$ cat src/sv/pdwc_pkg.sv
// shared types and constants for the pump duty window controller
package pdwc_pkg;

   localparam int unsigned TimeWidth = 32;
   localparam int unsigned SpanWidth = 17;
   localparam int unsigned HourWidth = 5;
   localparam int unsigned CsrIndexWidth = 3;
   localparam int unsigned CsrDataWidth = SpanWidth;

   typedef enum logic [1:0] {
      MODE_OFF      = 2'd0,
      MODE_PUMPING  = 2'd1,
      MODE_RESTING  = 2'd2,
      MODE_OVERRIDE = 2'd3
   } mode_type;

   typedef enum logic [CsrIndexWidth-1:0] {
      CSR_ENABLED    = 3'd0,
      CSR_UP_TIME    = 3'd1,
      CSR_REST_TIME  = 3'd2,
      CSR_START_HOUR = 3'd3,
      CSR_END_HOUR   = 3'd4
   } csr_index_type;

   typedef struct packed {
      logic                 enabled;
      logic [SpanWidth-1:0] up_time;
      logic [SpanWidth-1:0] rest_time;
      logic [HourWidth-1:0] start_hour;
      logic [HourWidth-1:0] end_hour;
   } cfg_type;

   typedef struct packed {
      mode_type             mode;
      logic [TimeWidth-1:0] pump_started_at;
      logic [TimeWidth-1:0] rest_started_at;
      logic                 previous_level;
      logic                 drive_latch;
   } state_type;

   typedef struct packed {
      logic [TimeWidth-1:0] now_seconds;
      logic [HourWidth-1:0] hour_of_day;
      logic                 time_valid;
      logic                 level_raw;
   } tick_type;

   typedef struct packed {
      logic     drive_high;
      mode_type pump_state;
      logic     level_active;
      logic     level_changed;
   } result_type;

endpackage

$ cat src/sv/pdwc_step.sv
// next-state and result logic for one tick word
module pdwc_step (
   input  pdwc_pkg::cfg_type    cfg,
   input  pdwc_pkg::state_type  state,
   input  pdwc_pkg::tick_type   tick,
   output pdwc_pkg::state_type  state_next,
   output pdwc_pkg::result_type result
);

   logic                           active;
   logic                           level;
   logic                           in_window;
   logic                           pump_expired;
   logic                           rest_expired;
   logic [pdwc_pkg::TimeWidth-1:0] pump_deadline;
   logic [pdwc_pkg::TimeWidth-1:0] rest_deadline;
   pdwc_pkg::state_type            base;

   assign active    = cfg.enabled & tick.time_valid;
   assign level     = ~tick.level_raw;
   assign in_window = (cfg.start_hour <= tick.hour_of_day) &&
                      (tick.hour_of_day < cfg.end_hour);

   // window check forces override and clears timestamps before the mode step
   always_comb begin
      base                = state;
      base.previous_level = level;
      if (!in_window) begin
         base.mode            = pdwc_pkg::MODE_OVERRIDE;
         base.pump_started_at = '0;
         base.rest_started_at = '0;
      end
   end

   assign pump_deadline = base.pump_started_at +
                          {{(pdwc_pkg::TimeWidth-pdwc_pkg::SpanWidth){1'b0}}, cfg.up_time};
   assign rest_deadline = base.rest_started_at +
                          {{(pdwc_pkg::TimeWidth-pdwc_pkg::SpanWidth){1'b0}}, cfg.rest_time};
   assign pump_expired  = pump_deadline < tick.now_seconds;
   assign rest_expired  = rest_deadline < tick.now_seconds;

   always_comb begin
      state_next = state;
      if (active) begin
         state_next = base;
         unique case (base.mode)
            pdwc_pkg::MODE_OFF: begin
               if (level) begin
                  state_next.mode            = pdwc_pkg::MODE_PUMPING;
                  state_next.pump_started_at = tick.now_seconds;
               end
            end
            pdwc_pkg::MODE_PUMPING: begin
               state_next.drive_latch = 1'b0;
               if (pump_expired) begin
                  state_next.mode            = pdwc_pkg::MODE_RESTING;
                  state_next.rest_started_at = tick.now_seconds;
               end
               if (!level) begin
                  state_next.mode = pdwc_pkg::MODE_OFF;
               end
            end
            pdwc_pkg::MODE_RESTING: begin
               state_next.drive_latch = 1'b1;
               if (rest_expired) begin
                  state_next.mode            = pdwc_pkg::MODE_PUMPING;
                  state_next.pump_started_at = tick.now_seconds;
               end
            end
            default: begin
               state_next.drive_latch = ~in_window;
               if (in_window) begin
                  state_next.mode = pdwc_pkg::MODE_OFF;
               end
            end
         endcase
      end
   end

   always_comb begin
      result.drive_high    = state_next.drive_latch;
      result.pump_state    = state_next.mode;
      result.level_active  = active & level;
      result.level_changed = active & (level ^ state.previous_level);
   end

endmodule

$ cat src/sv/pump_duty_window_controller.sv
// pump duty window controller top level: input register, state update, result register
// a tick word is held in the input register until the result register is free; the state
// update then writes its result word into the result register
// throughput: one word per cycle unless rsp_stall holds the output; the state update is a
// single pass of compares and one 32-bit add per timer between the input and result registers
// reset: synchronous active high; clears config, mode, timestamps and both pipeline valids
module pump_duty_window_controller (
   input  logic                                clock,
   input  logic                                reset,
   input  logic                                req_valid,
   output logic                                req_stall,
   input  logic [pdwc_pkg::TimeWidth-1:0]      req_now_seconds,
   input  logic [pdwc_pkg::HourWidth-1:0]      req_hour_of_day,
   input  logic                                req_time_valid,
   input  logic                                req_level_raw,
   output logic                                rsp_valid,
   input  logic                                rsp_stall,
   output logic                                rsp_drive_high,
   output logic [1:0]                          rsp_pump_state,
   output logic                                rsp_level_active,
   output logic                                rsp_level_changed,
   input  logic                                csr_write,
   input  logic [pdwc_pkg::CsrIndexWidth-1:0]  csr_index,
   input  logic [pdwc_pkg::CsrDataWidth-1:0]   csr_wdata
);

   pdwc_pkg::cfg_type    cfg_ff;
   pdwc_pkg::cfg_type    cfg_in;
   pdwc_pkg::state_type  state_ff;
   pdwc_pkg::state_type  state_in;
   pdwc_pkg::state_type  state_next;
   pdwc_pkg::tick_type   tick_ff;
   pdwc_pkg::tick_type   tick_in;
   pdwc_pkg::result_type result_ff;
   pdwc_pkg::result_type result_in;
   pdwc_pkg::result_type step_result;
   logic                 tick_valid_ff;
   logic                 tick_valid_in;
   logic                 rsp_valid_ff;
   logic                 rsp_valid_in;
   logic                 out_free;
   logic                 advance;
   logic                 req_take;

   // register writes
   always_comb begin
      cfg_in = cfg_ff;
      if (csr_write) begin
         unique case (pdwc_pkg::csr_index_type'(csr_index))
            pdwc_pkg::CSR_ENABLED:    cfg_in.enabled    = csr_wdata[0];
            pdwc_pkg::CSR_UP_TIME:    cfg_in.up_time    = csr_wdata;
            pdwc_pkg::CSR_REST_TIME:  cfg_in.rest_time  = csr_wdata;
            pdwc_pkg::CSR_START_HOUR: cfg_in.start_hour = csr_wdata[pdwc_pkg::HourWidth-1:0];
            pdwc_pkg::CSR_END_HOUR:   cfg_in.end_hour   = csr_wdata[pdwc_pkg::HourWidth-1:0];
            default: ;
         endcase
      end
   end

   // handshake
   assign out_free  = ~rsp_valid_ff | ~rsp_stall;
   assign advance   = tick_valid_ff & out_free;
   assign req_stall = tick_valid_ff & ~out_free;
   assign req_take  = req_valid & ~req_stall;

   assign tick_in.now_seconds = req_now_seconds;
   assign tick_in.hour_of_day = req_hour_of_day;
   assign tick_in.time_valid  = req_time_valid;
   assign tick_in.level_raw   = req_level_raw;

   assign tick_valid_in = req_take | (tick_valid_ff & ~advance);
   assign rsp_valid_in  = advance | (rsp_valid_ff & rsp_stall);

   pdwc_step u_step (
      .cfg        (cfg_ff),
      .state      (state_ff),
      .tick       (tick_ff),
      .state_next (state_next),
      .result     (step_result)
   );

   assign state_in  = advance ? state_next : state_ff;
   assign result_in = advance ? step_result : result_ff;

   always_ff @(posedge clock) begin
      if (reset) begin
         cfg_ff        <= '0;
         state_ff      <= '0;
         tick_valid_ff <= 1'b0;
         rsp_valid_ff  <= 1'b0;
      end else begin
         cfg_ff        <= cfg_in;
         state_ff      <= state_in;
         tick_valid_ff <= tick_valid_in;
         rsp_valid_ff  <= rsp_valid_in;
      end
   end

   always_ff @(posedge clock) begin
      if (req_take) begin
         tick_ff <= tick_in;
      end
      result_ff <= result_in;
   end

   assign rsp_valid         = rsp_valid_ff;
   assign rsp_drive_high    = result_ff.drive_high;
   assign rsp_pump_state    = result_ff.pump_state;
   assign rsp_level_active  = result_ff.level_active;
   assign rsp_level_changed = result_ff.level_changed;

   assert property (@(posedge clock) reset |=> (!rsp_valid_ff && !tick_valid_ff))
      else $error("pipeline valid set right after reset");

   assert property (@(posedge clock) disable iff (reset)
      advance |=> rsp_valid_ff)
      else $error("advanced word did not reach the result register");

   assert property (@(posedge clock) disable iff (reset)
      (rsp_valid_ff && (result_ff.pump_state == pdwc_pkg::MODE_OVERRIDE)) |-> rsp_drive_high)
      else $error("override result without the pin driven high");

   assert property (@(posedge clock) disable iff (reset)
      (rsp_level_changed && rsp_valid_ff) |-> cfg_ff.enabled)
      else $error("level change flagged while disabled");

endmodule

$ cat config.mk
export PLATFORM = sky130hd
export DESIGN_NAME = pump_duty_window_controller
export DESIGN_NICKNAME = d
export VERILOG_FILES = /design/src/sv/pdwc_pkg.sv /design/src/sv/pdwc_step.sv /design/src/sv/pump_duty_window_controller.sv
export SDC_FILE = /design/constraint.sdc
export NUM_CORES = 1
export LEC_CHECK = 0
export BUFFER_PORTS_ARGS = -buffer_cell sky130_fd_sc_hd__buf_4
export CAP_MARGIN = 20
export CORE_ASPECT_RATIO = 0.75
export CORE_MARGIN = 2
export CORE_UTILIZATION = 37
export CTS_CLUSTER_DIAMETER = 150
export DETAILED_ROUTE_END_ITERATION = 10
export GPL_TIMING_DRIVEN = 0
export MAX_ROUTING_LAYER = met4
export SETUP_SLACK_MARGIN = 0.05
export SLEW_MARGIN = 25
export SYNTH_ARGS = -nofsm -noshare
export SYNTH_HDL_FRONTEND = slang
export SYNTH_SLANG_ARGS = --single-unit
export TNS_END_PERCENT = 100
$ cat constraint.sdc
create_clock -name clock -period 15.6 [get_ports clock]
set_clock_uncertainty 0.05 [all_clocks]
set_input_delay 3.12 -clock clock [delete_from_list [all_inputs] [get_ports clock]]
set_output_delay 3.12 -clock clock [all_outputs]
set_load 0.005 [all_outputs]
; ---- Word level (Yosys, flattened, before mapping)
; Index checks and enable logic that the tools add are counted.
[word_totals]
out_inout_bits = 7
regBits = 159
word_cells = 72
inputBits = 64
[op_classes]
n_addsub = 2
n_lt_le_gt_ge = 4
n_mux = 12
n_reduce_logical = 9
bitwise_logic = 19
n_eq_ne = 6
[ops]
columns = op, n
row1 = 2-to-1 mux 34 bit, 2
row2 = 2-to-1 mux 68 bit, 1
row3 = 2-to-1 mux 66 bit, 1
row4 = adder 32 x 17 -> 32 bit, 2
row5 = < comparator 32 bit, 2
row6 = 2-to-1 mux 32 bit, 2
row7 = case mux 32 bit (2 select lines), 1
row8 = AND reduction 2 bit, 6
row9 = bitwise AND 1 bit, 8
row10 = NOT 1 bit, 7
row11 = == test 3 x 2 -> 1 bit (second input constant), 2
row12 = 2-to-1 mux 2 bit, 3
row13 = case mux 2 bit (3 select lines), 1
row14 = <= comparator 5 bit, 1
row15 = < comparator 5 bit, 1
row16 = == test 3 x 1 -> 1 bit (second input constant), 1
row17 = == test 3 bit (second input constant), 1
row18 = zero test 3 bit, 1
row19 = OR 1 bit, 3
row20 = case mux 1 bit (3 select lines), 1
row21 = == test 2 x 1 -> 1 bit (second input constant), 1
row22 = == test 2 bit (second input constant), 1
row23 = zero test 2 bit, 1
row24 = logical AND 1 bit, 1
row25 = XOR 1 bit, 1

; ---- Longest topological paths before layout
[depth]
depth_word = 9
ltp_mapped = 32

; ---- Cells and area by module
; A second synthesis with hierarchy kept.
[unflattened]
hier_cells = 1252
hier_area_um2 = 11548.6
[by_module_without_submodules]
columns = mod, seq_area_each_um2, cells_per_inst, area_per_inst_um2, n_inst
row1 = pump_duty_window_controller, 3623.5, 520, 6299.8, 1
row2 = pdwc_step, 0.0, 732, 5248.8, 1

; ---- Worst setup path after synthesis
; Ideal clock, no wire load.
[synth_timing]
path_kind = input -> output
start = input port rsp_stall
end = output port req_stall
arrival_time_ps = 3299
required_time_ps = 12430
slack_ps = 9131
cell_stages = 1
path_cell_list = and3_1
[synth_between]
elab_chain_cells = 4
[synth_rtl]
columns = item, line
row1 = "start, declared", pump_duty_window_controller.sv:17  ; input logic rsp_stall,
row2 = NOT 1 bit, pump_duty_window_controller.sv:61  ; assign out_free = ~rsp_valid_ff | ~rsp_stall;
row3 = OR 1 bit, pump_duty_window_controller.sv:61
row4 = NOT 1 bit, pump_duty_window_controller.sv:63  ; assign req_stall = tick_valid_ff & ~out_free;
row5 = bitwise AND 1 bit, pump_duty_window_controller.sv:63
row6 = "end, declared", pump_duty_window_controller.sv:11  ; output logic req_stall,
; Every way passes these cells.

; ---- Worst setup path after layout
[layout_timing]
start = register tick_ff[4] in the netlist's numbering
end = register state_ff[46] in the netlist's numbering
[layout_between]
elab_chain_cells = 7
[layout_rtl]
columns = item, line
row1 = "start, declared", pump_duty_window_controller.sv:32  ; pdwc_pkg::tick_type tick_ff;
row2 = "start signal, assigned", pump_duty_window_controller.sv:101  ; tick_ff <= tick_in;
row3 = <= comparator 5 bit or < comparator 5 bit (tied branches), "pdwc_step.sv:21, pdwc_step.sv:22"
row4 = logical AND 1 bit (*), pdwc_step.sv:21  ; assign in_window = (cfg.start_hour <= tick.hour_of_day) &&
row5 = 2-to-1 mux 66 bit (*), pdwc_step.sv:28  ; if (!in_window) begin
row6 = adder 32 x 17 -> 32 bit, pdwc_step.sv:37  ; assign rest_deadline = base.rest_started_at +
row7 = < comparator 32 bit, pdwc_step.sv:40  ; assign rest_expired = rest_deadline < tick.now_seconds;
row8 = 2-to-1 mux 34 bit, pdwc_step.sv:65  ; if (rest_expired) begin
row9 = case mux 32 bit (2 select lines) (*), pdwc_step.sv:46  ; unique case (base.mode)
row10 = "end signal, assigned", pump_duty_window_controller.sv:93  ; state_ff <= state_in;
row11 = "end, declared", pump_duty_window_controller.sv:29  ; pdwc_pkg::state_type state_ff;
; Every way passes the cells marked *; elsewhere a longest branch is shown, timed or not.
; A chain may end at the register's enable or synchronous reset.

==> qor.yml <==
crit_path_start_kind: "flop"
cp_slowest_stage_delay_ps: 490
n_antenna_cell: 0
p_per_area_mw_per_mm2: 80.8
first_pass_iters: 5
crit_buf_inv: 7
synth_common_cells: "167 x nand2_1, 123 x a21oi_1, 115 x dfxtp_1, 105 x ha_1, 60 x nor2_1"
grt.overflow.total: 0
synth.area.top_cells: "dfxtp_1 23%, edfxtp_1 13%, ha_1 13%"
ys_seq_area_share_pct: 36.2
status: "complete, no violations"
routabilityCongestion: 0.927
synthesis.area_mm2: 0.0100
wl_per_cell_um: 18.3
clk_pin_slew_worst_paths_ps: 70
min_period_ps: 8470
viasPerCell: 5.43
globalRouteTotalUtil_pct: 21.7
grt_first_pass_wirelength_um: 46500
hold_violations: 0
ys_warn_count: 0
cts_tree: "yes"
dpl-instance-area_mm2: 0.0110
clk_path_buf_depth: 2
leakagePower_nw: 4.96
rsz0062_at_grt: "false"
clk_latency_ps: 450
setup_ws_ps: 7130
area_growth_pct: 15.3
dp.cells: 1574
port_buffers: 69
cts-hold-fix-buffers: 0
num_vias: 8717
irDropWorstVdd_mv: 0.0781
cts_buffers: 17
std_cell_rows: 52
routed.top_layer: "met4"
synth_top_area_share_pct: 23.0
cts_resized: 0
drtIter0Drc: 761
cpMaxStageDelayCell: "clkbuf_1"
route.detailed.drc: 0
setup_tns_ps: 0
crit_path_end_kind: "flop"
drive_gt1_share_pct: 10.8
relSlewSlack_pct: 49.9
synth-edff-count: 44
dr_wl_met2_um: 11600
final.fill_count: 2690
clock_sinks: 159
crit_type: "reg2reg"
ys_ff_latch: 159
syn_area_per_cell_um2: 8.68
synth.most_common_cell: "nand2_1"
holdWs_ps: 411
grt_pass1_vias: 8256
antenna_found_initial: 0
post_cts_buffers: 0
fin_nets: 1413
cp_max_fo: 10
ys.flop_type: "dfxtp_1"
grt_max_degree: 23
wl_met3_um: 1720
reg2reg_slack_ps: 7130
yosys.area.top_type: "dfxtp_1"
synth_cells: 1153
fin_cells: 1606
coreArea_mm2: 0.0268
crit_required_ps: 15880
design_area_mm2: 0.0115
critPathTopFamily: "compound AO/OA/AOI/OAI gates"
fp.dieW_um: 194
syn_nets: 1324
post-place-ws_ps: 7270
die_h_um: 146
h-tree-depth: 4
setup_viol: 0
async_reset_ff_share_pct: 0
hp-class: "reg2reg"
max_cap_violations: 0
clock.fmax_ghz: 0.118
synth_cell_types: 75
drt-met1-wl_um: 15600
arrival_ps: 8750
die_area_mm2: 0.0284
max_slew.worst_pin.slew_ps: 744
drt-total-wl_um: 29400
hpwl_um: 23000
drtAntennaViolNets: 0
slew_viol_final: 0
pin_count: 71
fin_crit_sh_pct: 54.3
start_util_pct: 37.3
path_common_cell: "clkbuf_1"
cts-root-buf: "clkbuf_16"
worst reg2reg max path, delay by kind of cell (launching register included):
kind	cells	cell delay [ps]
AND/OR/NAND/NOR	9	2050
AO/OA/AOI/OAI	12	2880
flip-flops	1	420
buffers and inverters	7	2040
adder cells (fa/ha/maj)	4	920
layer usage:
layer,vias to the layer above,GRT usage [%]
li1,4329,-
met3,35,4.60
met2,240,29.2
met4,0,5.87
met1,4113,32.4
met5,-,-
final timing paths:
path	from	end	cells after the start
min	cfg_ff[39]	cfg_ff[39]	2
min reg2reg	cfg_ff[39]	cfg_ff[39]	2
max	tick_ff[4]	state_ff[46]	32
max reg2reg	tick_ff[4]	state_ff[46]	32
final cells by class:
type / instances / area (um2) / share of cell area, %
Tap cell: 351 / 439 / 3.80
Inverter: 56 / 210 / 1.82
Buffer: 56 / 230 / 1.99
Timing Repair Buffer: 70 / 538 / 4.66
Multi-Input combinational cell: 882 / 5950 / 51.6
Clock buffer: 18 / 429 / 3.72
Sequential cell: 159 / 3620 / 31.4
Clock inverter: 14 / 121 / 1.05
stage by stage:
| stage | total power [mW] | util (%) |
|---|---|---|
| floorplan | 0.493 | - |
| global placement | 0.534 | 40.9 |
| detailed placement | 0.535 | 41.0 |
| CTS | 0.938 | 43.1 |
| global route | 0.966 | 43.1 |
| finish | 0.932 | 43.1 |
cell families (layout without fill, tap and decap cells):
logic type | count (synthesis) | after routing | share of synthesized area (%)
simple gates | 386 | 386 | 18.4
compound gates | 329 | 329 | 21.9
flops | 159 | 159 | 36.2
buf+inv | 112 | 214 | 4.40
fa+ha+maj | 109 | 109 | 13.7
xor+xnor | 37 | 37 | 3.24
mux | 21 | 21 | 2.10
power by group:
part	internal (mW)	leakage (nW)	total [mW]	switching [mW]
clock	0.209	0.261	0.406	0.196
combinational	0.0306	3.34	0.0823	0.0517
sequential	0.434	1.36	0.444	0.0103
total	0.674	4.96	0.932	0.258
cell usage in the layout, fill, tap and decap left out, drive strengths merged, types with 6 or more instances in the layout:
cell and n:
nand4 12, a22o 25, and2 37, inv 65, and3 18, buf 81
nand2b 17, a21o 31, ha 105, mux2i 21, edfxtp 44, nand2 167
dfxtp 115, clkbuf 63, o21ai 64, nor2 60, xnor2 26, a31oi 6
o21a 8, a221o 9, or2 8, xor2 11, a211oi 13, nor2b 7
a21oi 123, nor3 16, nand3 18
state kept, by name (all words and copies together), names as in the netlist:
register	cells
rsp_valid	1
rsp_level_active	1
state_ff	68
rsp_level_changed	1
cfg_ff	45
tick_valid_ff	1
tick_ff	39
rsp_pump_state	2
rsp_drive_high	1
(Power assumes the default switching activity.)
